===== config.mk =====
export PLATFORM = sky130hd
export DESIGN_NAME = command_line_assembler_core
export DESIGN_NICKNAME = d
export VERILOG_FILES = /design/src/rtl/core/cla_pkg.sv /design/src/rtl/core/command_line_assembler_core.sv
export SDC_FILE = /design/constraint.sdc
export NUM_CORES = 1
export LEC_CHECK = 0
export ABC_AREA = 1
export BUFFER_PORTS_ARGS = -buffer_cell sky130_fd_sc_hd__buf_4
export CORE_MARGIN = 2
export CORE_UTILIZATION = 40
export DETAILED_ROUTE_END_ITERATION = 16
export PLACE_DENSITY_LB_ADDON = 0.05
export SKIP_CTS_REPAIR_TIMING = 1
export SLEW_MARGIN = 10
export SYNTH_ARGS = -nofsm -noshare
export SYNTH_HDL_FRONTEND = slang
export SYNTH_SLANG_ARGS = --single-unit

===== constraint.sdc =====
create_clock -name clock -period 3.6 [get_ports clock]
set_input_delay 0.72 -clock clock [delete_from_list [all_inputs] [get_ports clock]]
set_output_delay 0.72 -clock clock [all_outputs]
set_load 0.005 [all_outputs]

===== src/rtl/core/cla_pkg.sv =====
// Shared types and character codes for the command line assembler.
package cla_pkg;

   localparam logic [7:0] CH_TAB      = 8'h09;
   localparam logic [7:0] CH_LF       = 8'h0A;
   localparam logic [7:0] CH_CR       = 8'h0D;
   localparam logic [7:0] CH_SPACE    = 8'h20;
   localparam logic [7:0] CH_SEMI     = 8'h3B;
   localparam logic [7:0] CH_LBRACKET = 8'h5B;
   localparam logic [7:0] CH_RBRACKET = 8'h5D;

   localparam logic       OP_BYTE = 1'b0;
   localparam logic       OP_TICK = 1'b1;

   localparam logic [15:0] IDLE_MAX         = 16'hFFFF;
   localparam logic [15:0] TIMEOUT_RESET    = 16'd1000;
   localparam logic        REG_IDLE_TIMEOUT = 1'b0;

   typedef struct packed {
      logic       op;
      logic [7:0] rx_byte;
   } req_type;

   typedef struct packed {
      logic       store_valid;
      logic [5:0] store_index;
      logic [7:0] store_char;
      logic       message_done;
      logic [5:0] message_length;
      logic       timed_out;
   } rsp_type;

endpackage


===== src/rtl/core/command_line_assembler_core.sv =====
// Command line assembler: one byte or tick beat in, one result beat out.
//
// Takes one beat per cycle while not stalled and returns exactly one result beat
// per accepted beat, in the next cycle, from a single output register; a new beat
// is accepted while that register is empty or being drained in the same cycle, so
// throughput is one beat per clock. Cost per beat is one pass of character
// classification and the length/idle counter update between the state registers
// and the output register. The idle timeout register sits at byte address 0 of the
// csr port (bit 2 of the address selects it, only the low 16 bits of data are kept).
module command_line_assembler_core #(
   parameter int MSG_CAPACITY = 64
) (
   input  logic                clock,
   input  logic                reset,
   input  logic                req_valid,
   output logic                req_stall,
   input  cla_pkg::req_type    req_data,
   output logic                rsp_valid,
   input  logic                rsp_stall,
   output cla_pkg::rsp_type    rsp_data,
   input  logic                csr_psel,
   input  logic                csr_penable,
   input  logic                csr_pwrite,
   input  logic [2:0]          csr_paddr,
   input  logic [31:0]         csr_pwdata,
   output logic [31:0]         csr_prdata,
   output logic                csr_pready
);

   localparam int LEN_W = $clog2(MSG_CAPACITY);
   localparam logic [LEN_W-1:0] LEN_LIMIT = LEN_W'(MSG_CAPACITY - 1);

   logic [LEN_W-1:0]  len_ff, len_in;
   logic              lws_ff, lws_in;
   logic [15:0]       idle_ff, idle_in;
   logic [15:0]       timeout_ff;
   logic              rsp_valid_ff, rsp_valid_in;
   cla_pkg::rsp_type  rsp_data_ff, rsp_data_in, result;

   logic              accept;
   logic              cfg_write;
   logic [7:0]        ch;
   logic              is_space;
   logic              keep;
   logic [LEN_W-1:0]  base_len;
   logic [LEN_W-1:0]  next_len;

   assign req_stall = rsp_valid_ff & rsp_stall;
   assign accept    = req_valid & ~req_stall;
   assign rsp_valid = rsp_valid_ff;
   assign rsp_data  = rsp_data_ff;

   assign csr_pready = 1'b1;
   assign cfg_write  = csr_psel & csr_penable & csr_pwrite & csr_pready
                       & (csr_paddr[2] == cla_pkg::REG_IDLE_TIMEOUT);
   assign csr_prdata = (csr_paddr[2] == cla_pkg::REG_IDLE_TIMEOUT) ?
                       {16'd0, timeout_ff} : 32'd0;

   always_comb begin
      ch       = req_data.rx_byte;
      if (ch == cla_pkg::CH_TAB || ch == cla_pkg::CH_LF) begin
         ch = cla_pkg::CH_SPACE;
      end
      is_space = (ch == cla_pkg::CH_SPACE);
      keep     = ~(is_space && (len_ff == '0 || lws_ff));
      base_len = (ch == cla_pkg::CH_LBRACKET) ? '0 : len_ff;
      next_len = base_len + LEN_W'(1);

      len_in  = len_ff;
      lws_in  = lws_ff;
      idle_in = idle_ff;
      result  = '0;

      if (req_data.op == cla_pkg::OP_TICK) begin
         if (idle_ff != cla_pkg::IDLE_MAX) begin
            idle_in = idle_ff + 16'd1;
         end
         if (len_ff != '0 && idle_in >= timeout_ff) begin
            len_in           = '0;
            lws_in           = 1'b0;
            result.timed_out = 1'b1;
         end
      end else begin
         idle_in = '0;
         if (req_data.rx_byte == cla_pkg::CH_CR || req_data.rx_byte == cla_pkg::CH_SEMI) begin
            result.message_done   = 1'b1;
            result.message_length = 6'(len_ff);
            len_in                = '0;
            lws_in                = 1'b0;
         end else if (keep) begin
            len_in = base_len;
            if (ch == cla_pkg::CH_LBRACKET) begin
               lws_in = 1'b0;
            end
            if (base_len < LEN_LIMIT) begin
               result.store_valid = 1'b1;
               result.store_index = 6'(base_len);
               result.store_char  = ch;
               len_in             = next_len;
               lws_in             = is_space;
               // closing bracket is stored, then ends the message
               if (ch == cla_pkg::CH_RBRACKET) begin
                  result.message_done   = 1'b1;
                  result.message_length = 6'(next_len);
                  len_in                = '0;
                  lws_in                = 1'b0;
               end
            end
         end
      end
   end

   always_comb begin
      rsp_valid_in = rsp_valid_ff & rsp_stall;
      rsp_data_in  = rsp_data_ff;
      if (accept) begin
         rsp_valid_in = 1'b1;
         rsp_data_in  = result;
      end
   end

   always_ff @(posedge clock) begin
      if (reset) begin
         len_ff       <= '0;
         lws_ff       <= 1'b0;
         idle_ff      <= '0;
         timeout_ff   <= cla_pkg::TIMEOUT_RESET;
         rsp_valid_ff <= 1'b0;
      end else begin
         if (accept) begin
            len_ff  <= len_in;
            lws_ff  <= lws_in;
            idle_ff <= idle_in;
         end
         if (cfg_write) begin
            timeout_ff <= csr_pwdata[15:0];
         end
         rsp_valid_ff <= rsp_valid_in;
      end
   end

   always_ff @(posedge clock) begin
      rsp_data_ff <= rsp_data_in;
   end

endmodule


==> results of run 1 <==
[layer usage]
| metal | vias to the layer above | share of wire, % |
|---|---|---|
| met5 | - | 0 |
| met4 | 0 | 2.1 |
| met3 | 19 | 3.1 |
| met2 | 62 | 52 |
| met1 | 1507 | 43 |
| li1 | 1790 | - |
[power breakdown]
group	switching (W)	internal, W	total, W
Sequential	0.00000865	0.000763	0.000772
Combinational	0.0000992	0.0000766	0.000176
Clock	0.000289	0.000287	0.000576
[worst max-delay path: stages (launching register included)]
cell     delay (ps)
dfxtp_1         390
ha_1            210
nand2_1         110
nor2_4          170
nand2_1         120
nor2_2          180
nor2_1           60
inv_1            90
nor2_1           60
xor2_1          190
ha_1            280
nand2_1          90
inv_1            40
nand2_1          60
nand2_1          50
nand2_1          50
nand2_1          50
nand2_1          50
nand3_1          80
nand2_1         120
nand2_2          90
nand2_2         120
nand2_1          70
nand2_1          60
nor2_1           30
[state kept, by name, summed over array words and instances (netlist names)]
register / flops
rsp_valid: 1
rsp_data: 23
idle_ff: 16
len_ff: 6
lws_ff: 1
timeout_ff: 16
[final cells by class]
type / count / area (um2) / share of cell area [%]
Timing Repair Buffer: 75 / 563 / 12.2
Sequential cell: 63 / 1490 / 32.4
Multi-Input combinational cell: 377 / 1940 / 42.2
Clock buffer: 13 / 159 / 3.46
Clock inverter: 3 / 20.0 / 0.435
Inverter: 70 / 263 / 5.72
Tap cell: 129 / 161 / 3.51
[layout by cell type, fill, tap and decap left out, types with 4 or more instances in the layout]
master    instances
nor2_2            4
nand2_1         134
o211ai_1          6
nor2_4            4
nand4_1          11
nand2_2          10
edfxtp_1         23
nor2_1           60
inv_2             7
o21ai_0          16
conb_1           17
ha_1             18
a21oi_1          45
nand3_1          23
dfxtp_1          40
clkbuf_8         11
inv_1            63
buf_4            75
xor2_1            5
[worst paths after layout]
check	startpoint	endpoint	slack, ps	cells past startpoint
worst max-delay path	idle_ff[1]	len_ff[4]	680	24
worst max register to register	idle_ff[1]	len_ff[4]	680	24
worst min-delay path	timeout_ff[12]	timeout_ff[12]	490	2
worst min register to register	timeout_ff[12]	timeout_ff[12]	490	2
[through the flow]
step                worst slack (ps)  std cells  area [um2]
floorplan                       1060        541        3880
global placement                 698        714        4420
detailed placement               638        714        4420
CTS                              619        730        4600
global route                     312        730        4600
finish                           675        730        4600
[cell families (layout without fill, tap and decap cells)]
logic type	count (synthesis)	count (layout)	share of synthesized area, %
simple gates	258	258	30.1
buf+inv	101	161	11.7
compound gates	75	75	10.8
flops	63	63	39.0
fa+ha+maj	18	18	5.89
xor+xnor	9	9	2.26
other cells	2	17	0.196
==> flow_summary.toml, run 1 <==
[synth]
netlist_top_cells_area = "dfxtp_1, edfxtp_1, nand2_1"
syn_avg_cell_area_um2 = 7.27
synth_commonest_cells = "nand2_1, inv_1, nor2_1"
ys_seq_area_share_pct = 39.0
yosys.cell_count.top_type = "nand2_1"
async_flop_share_pct = 0
ys_seq_elements = 63
syn-instance-count = 526
yosysWarnings = 0
synth_top_flop_cell = "dfxtp_1"
syn_area_mm2 = 0.00382
synth_top_area_share_pct = 20.9
yosysTopAreaCell = "dfxtp_1"
synth_cell_type_count = 38
synth_edf_count = 23

[sta]
finalSetupViolCount = 0
finalHoldViolCount = 0
relSlewSlack_pct = 65.2
fmax_ghz = 0.342
post-route-period-util_pct = 81.2
slew_viol_final = 0
tns_ps = 0
whs_ps = 495
worst_pin_slew_ps = 521
min_period_ps = 2920
grt_setup_unrepaired = "no"
finClkSkew_ps = 7.05

[finish]
nets = 665
area.growth.synth_to_final_pct = 20.2
nFillCells = 955
final_util_pct = 49.7
post_route_cells_drive_above_1_share_pct = 20.5
num_antenna_cells = 0

[floorplanning]
rows = 35
die_w_um = 102
fp.dieH_um = 102
fp.dieArea_mm2 = 0.0104
start_util_pct = 41.4
ios = 109
core_mm2 = 0.00924

[place]
portBuffers = 73
place_hpwl_um = 6470
gp_congestion = 0.857

[clocking]
clockBufferDepth = 2
clk_pin_slew_ps = 70
cts_root_buffer = "clkbuf_8"
cts.sink_count = 63
clk_latency_ps = 340
htree_levels = 3
cts_buffers = 9
tritoncts = "built"

[grt]
grt_usage_pct = 17.7
grt_util_met1_pct = 19.5
grt_pass1_wl_um = 14500
grt_max_degree = 29
grt_antenna_before_repair = 0
grt_overflow = 0
grt_pass1_vias = 3271
use_met3_pct = 2.76
grt.met2_usage_pct = 33.2
busiest_layer = "met2"

[routing]
drt_iter0_drc = 107
drc_errors = 0
wl_um = 8580
num_vias = 3378
routed_via_density = 4.63
firstDrtPassIters = 4
ant_nets = 0
wl_per_cell_um = 11.8

[power]
max-vdd-ir-drop_mv = 0.160
power_w = 0.00152
leakagePower_nw = 2.12
power_density_mw_per_mm2 = 331

[job]
drv_cap = 0

[worst_setup_path]
critPathCaptureType = "register"
crit_arrival_ps = 3150
critPathKind = "register to register"
critical_path_required_ps = 3830
start_kind = "register"
cp_max_fo = 6

[outcome]
status = "finished, final reports clean"

[min_path]
hold_class = "register to register"
Power figures use the tool's default switching activity.
==> run 2: changes to the inputs <==
==> constraint.sdc (replaced) <==
create_clock -name clock -period 2.5 [get_ports clock]
set_input_delay 0.5 -clock clock [delete_from_list [all_inputs] [get_ports clock]]
set_output_delay 0.5 -clock clock [all_outputs]
set_load 0.005 [all_outputs]
==> run 2 against run 1 <==
The run now ends with negative setup slack left; final cell count grew 5.9%; sequential share of layout area decreased by 2.9 points; via count rose by 5.1%; flip-flop and latch count unchanged; design area is 10% higher; power is 55% higher; non-clock buffer count increased by 43; global-route usage up 1.2 points; clock skew up 4.8 ps; wire length is 8.1% higher; critical path type unchanged; critical endpoint unchanged; largest power group unchanged.
==> flow_summary.toml, run 2 (synthesis results as in run 1) <==
[routing]
routed_via_density = 4.59
drc_errors = 0
firstDrtPassIters = 4
drt_iter0_drc = 86
ant_nets = 0
wl_per_cell_um = 12.0
wl_um = 9280
num_vias = 3550

[floorplanning]
die_w_um = 102
start_util_pct = 41.4
fp.dieArea_mm2 = 0.0104
rows = 35
core_mm2 = 0.00924
ios = 109
fp.dieH_um = 102

[clocking]
tritoncts = "built"
htree_levels = 3
cts_buffers = 9
cts_root_buffer = "clkbuf_8"
clk_pin_slew_ps = 80
cts.sink_count = 63
clockBufferDepth = 2
clk_latency_ps = 340

[sta]
finalSetupViolCount = 8
grt_setup_unrepaired = "yes"
fmax_ghz = 0.366
tns_ps = -1640
relSlewSlack_pct = 64.9
post-route-period-util_pct = 109
slew_viol_final = 0
finClkSkew_ps = 11.9
finalHoldViolCount = 0
timing.final.ws_setup_ps = -234
min_period_ps = 2730
worst_pin_slew_ps = 526

[worst_setup_path]
crit_slowest_cell = "dfxtp_2"
critPathCaptureType = "register"
cp_max_fo = 6
crit_chain = "buf_4 -> nand2_1 -> nor3_1 -> nand2_1 -> inv_2 -> nand2_2 -> nor2_4 -> nand3_1 -> and2_4 -> ha_1 -> nand2_2 -> o21bai_1 -> nand2_1 -> a21oi_2 -> nand3_2 -> nand2_2 -> nand2_4 -> nand2_4 -> nand2_1 -> nand2_1 -> nor2_1"
critical_path_required_ps = 2720
r2r_cells = 21
crit_path_frequent_cell = "nand2_1"
critPathKind = "register to register"
crit_arrival_ps = 2950
start_kind = "register"
cp_slowest_stage_delay_ps = 350

[finish]
nets = 708
largest_reg_flops = 23
mostFrequentLayoutCells = "nand2_1, buf_4, inv_1, nor2_1, a21oi_1"
area.growth.synth_to_final_pct = 32.3
post_route_cells_drive_above_1_share_pct = 28.7
design_area_mm2 = 0.00506
mostFrequentLayoutCell = "nand2_1"
num_antenna_cells = 0

[grt]
grt_pass1_wl_um = 15500
grt_max_degree = 25
grt_antenna_before_repair = 0
grt_usage_pct = 18.9
grt_overflow = 0
grt_pass1_vias = 3478

[place]
place_ws_ps = -340
place_area_mm2 = 0.00474
portBuffers = 73
gp_congestion = 0.854
place_hpwl_um = 6920

[outcome]
violations = "negative setup slack"
status = "finished with violations"

[power]
max-vdd-ir-drop_mv = 0.331
power_density_mw_per_mm2 = 467
leakagePower_nw = 2.41

[min_path]
hold_depth = 3
hold_class = "primary input to register"

[job]
drv_cap = 0
run 2: cell type report:
cell class              instances  area [um2]
clock buffers                  10         128
clock inverters                 6        85.1
fillers                       883        4180
inverters                      70         263
multi-input cells             377        2040
flip-flops and latches         63        1490
well taps                     129         161
repair buffers                118         886
run 2: worst paths after layout:
path                   end          start  slack, ps
min reg2reg  timeout_ff[0]  timeout_ff[0]        480
max reg2reg      len_ff[4]     idle_ff[1]       -230
max              len_ff[4]     idle_ff[1]       -230
min          timeout_ff[9]  csr_pwdata[9]        380
run 2: critical path, delay by kind of cell, from the launching register on:
family                   cells  cell delay (ps)
buffers and inverters        2              220
flip-flops                   1              350
AO/OA/AOI/OAI                2              250
AND/OR/NAND/NOR             16             1500
adder cells (fa/ha/maj)      1              300
run 2: metrics by stage:
step	total power (W)	util, %	instances	hold slack [ps]
2_1_floorplan	0.00129	-	541	449
3_3_place_gp	0.00140	51.3	755	477
3_5_place_dp	0.00140	51.3	755	481
4_1_cts	0.00239	53.6	771	372
5_1_grt	0.00246	54.7	773	377
6_report	0.00236	54.7	773	382
run 2: power by group:
| part | internal [W] | switching, W |
|---|---|---|
| sequential | 0.00110 | 0.0000123 |
| combinational | 0.000120 | 0.000151 |
| clock | 0.000559 | 0.000422 |
run 2: routing by layer:
metal,part of all wire [%],vias to the layer above,global-route usage (%),wire length (um)
li1,-,1875,-,-
met1,42,1598,21.4,3880
met2,53,64,35.8,4940
met3,3.3,13,2.62,304
met4,1.6,0,6.44,147
met5,0,-,0,0
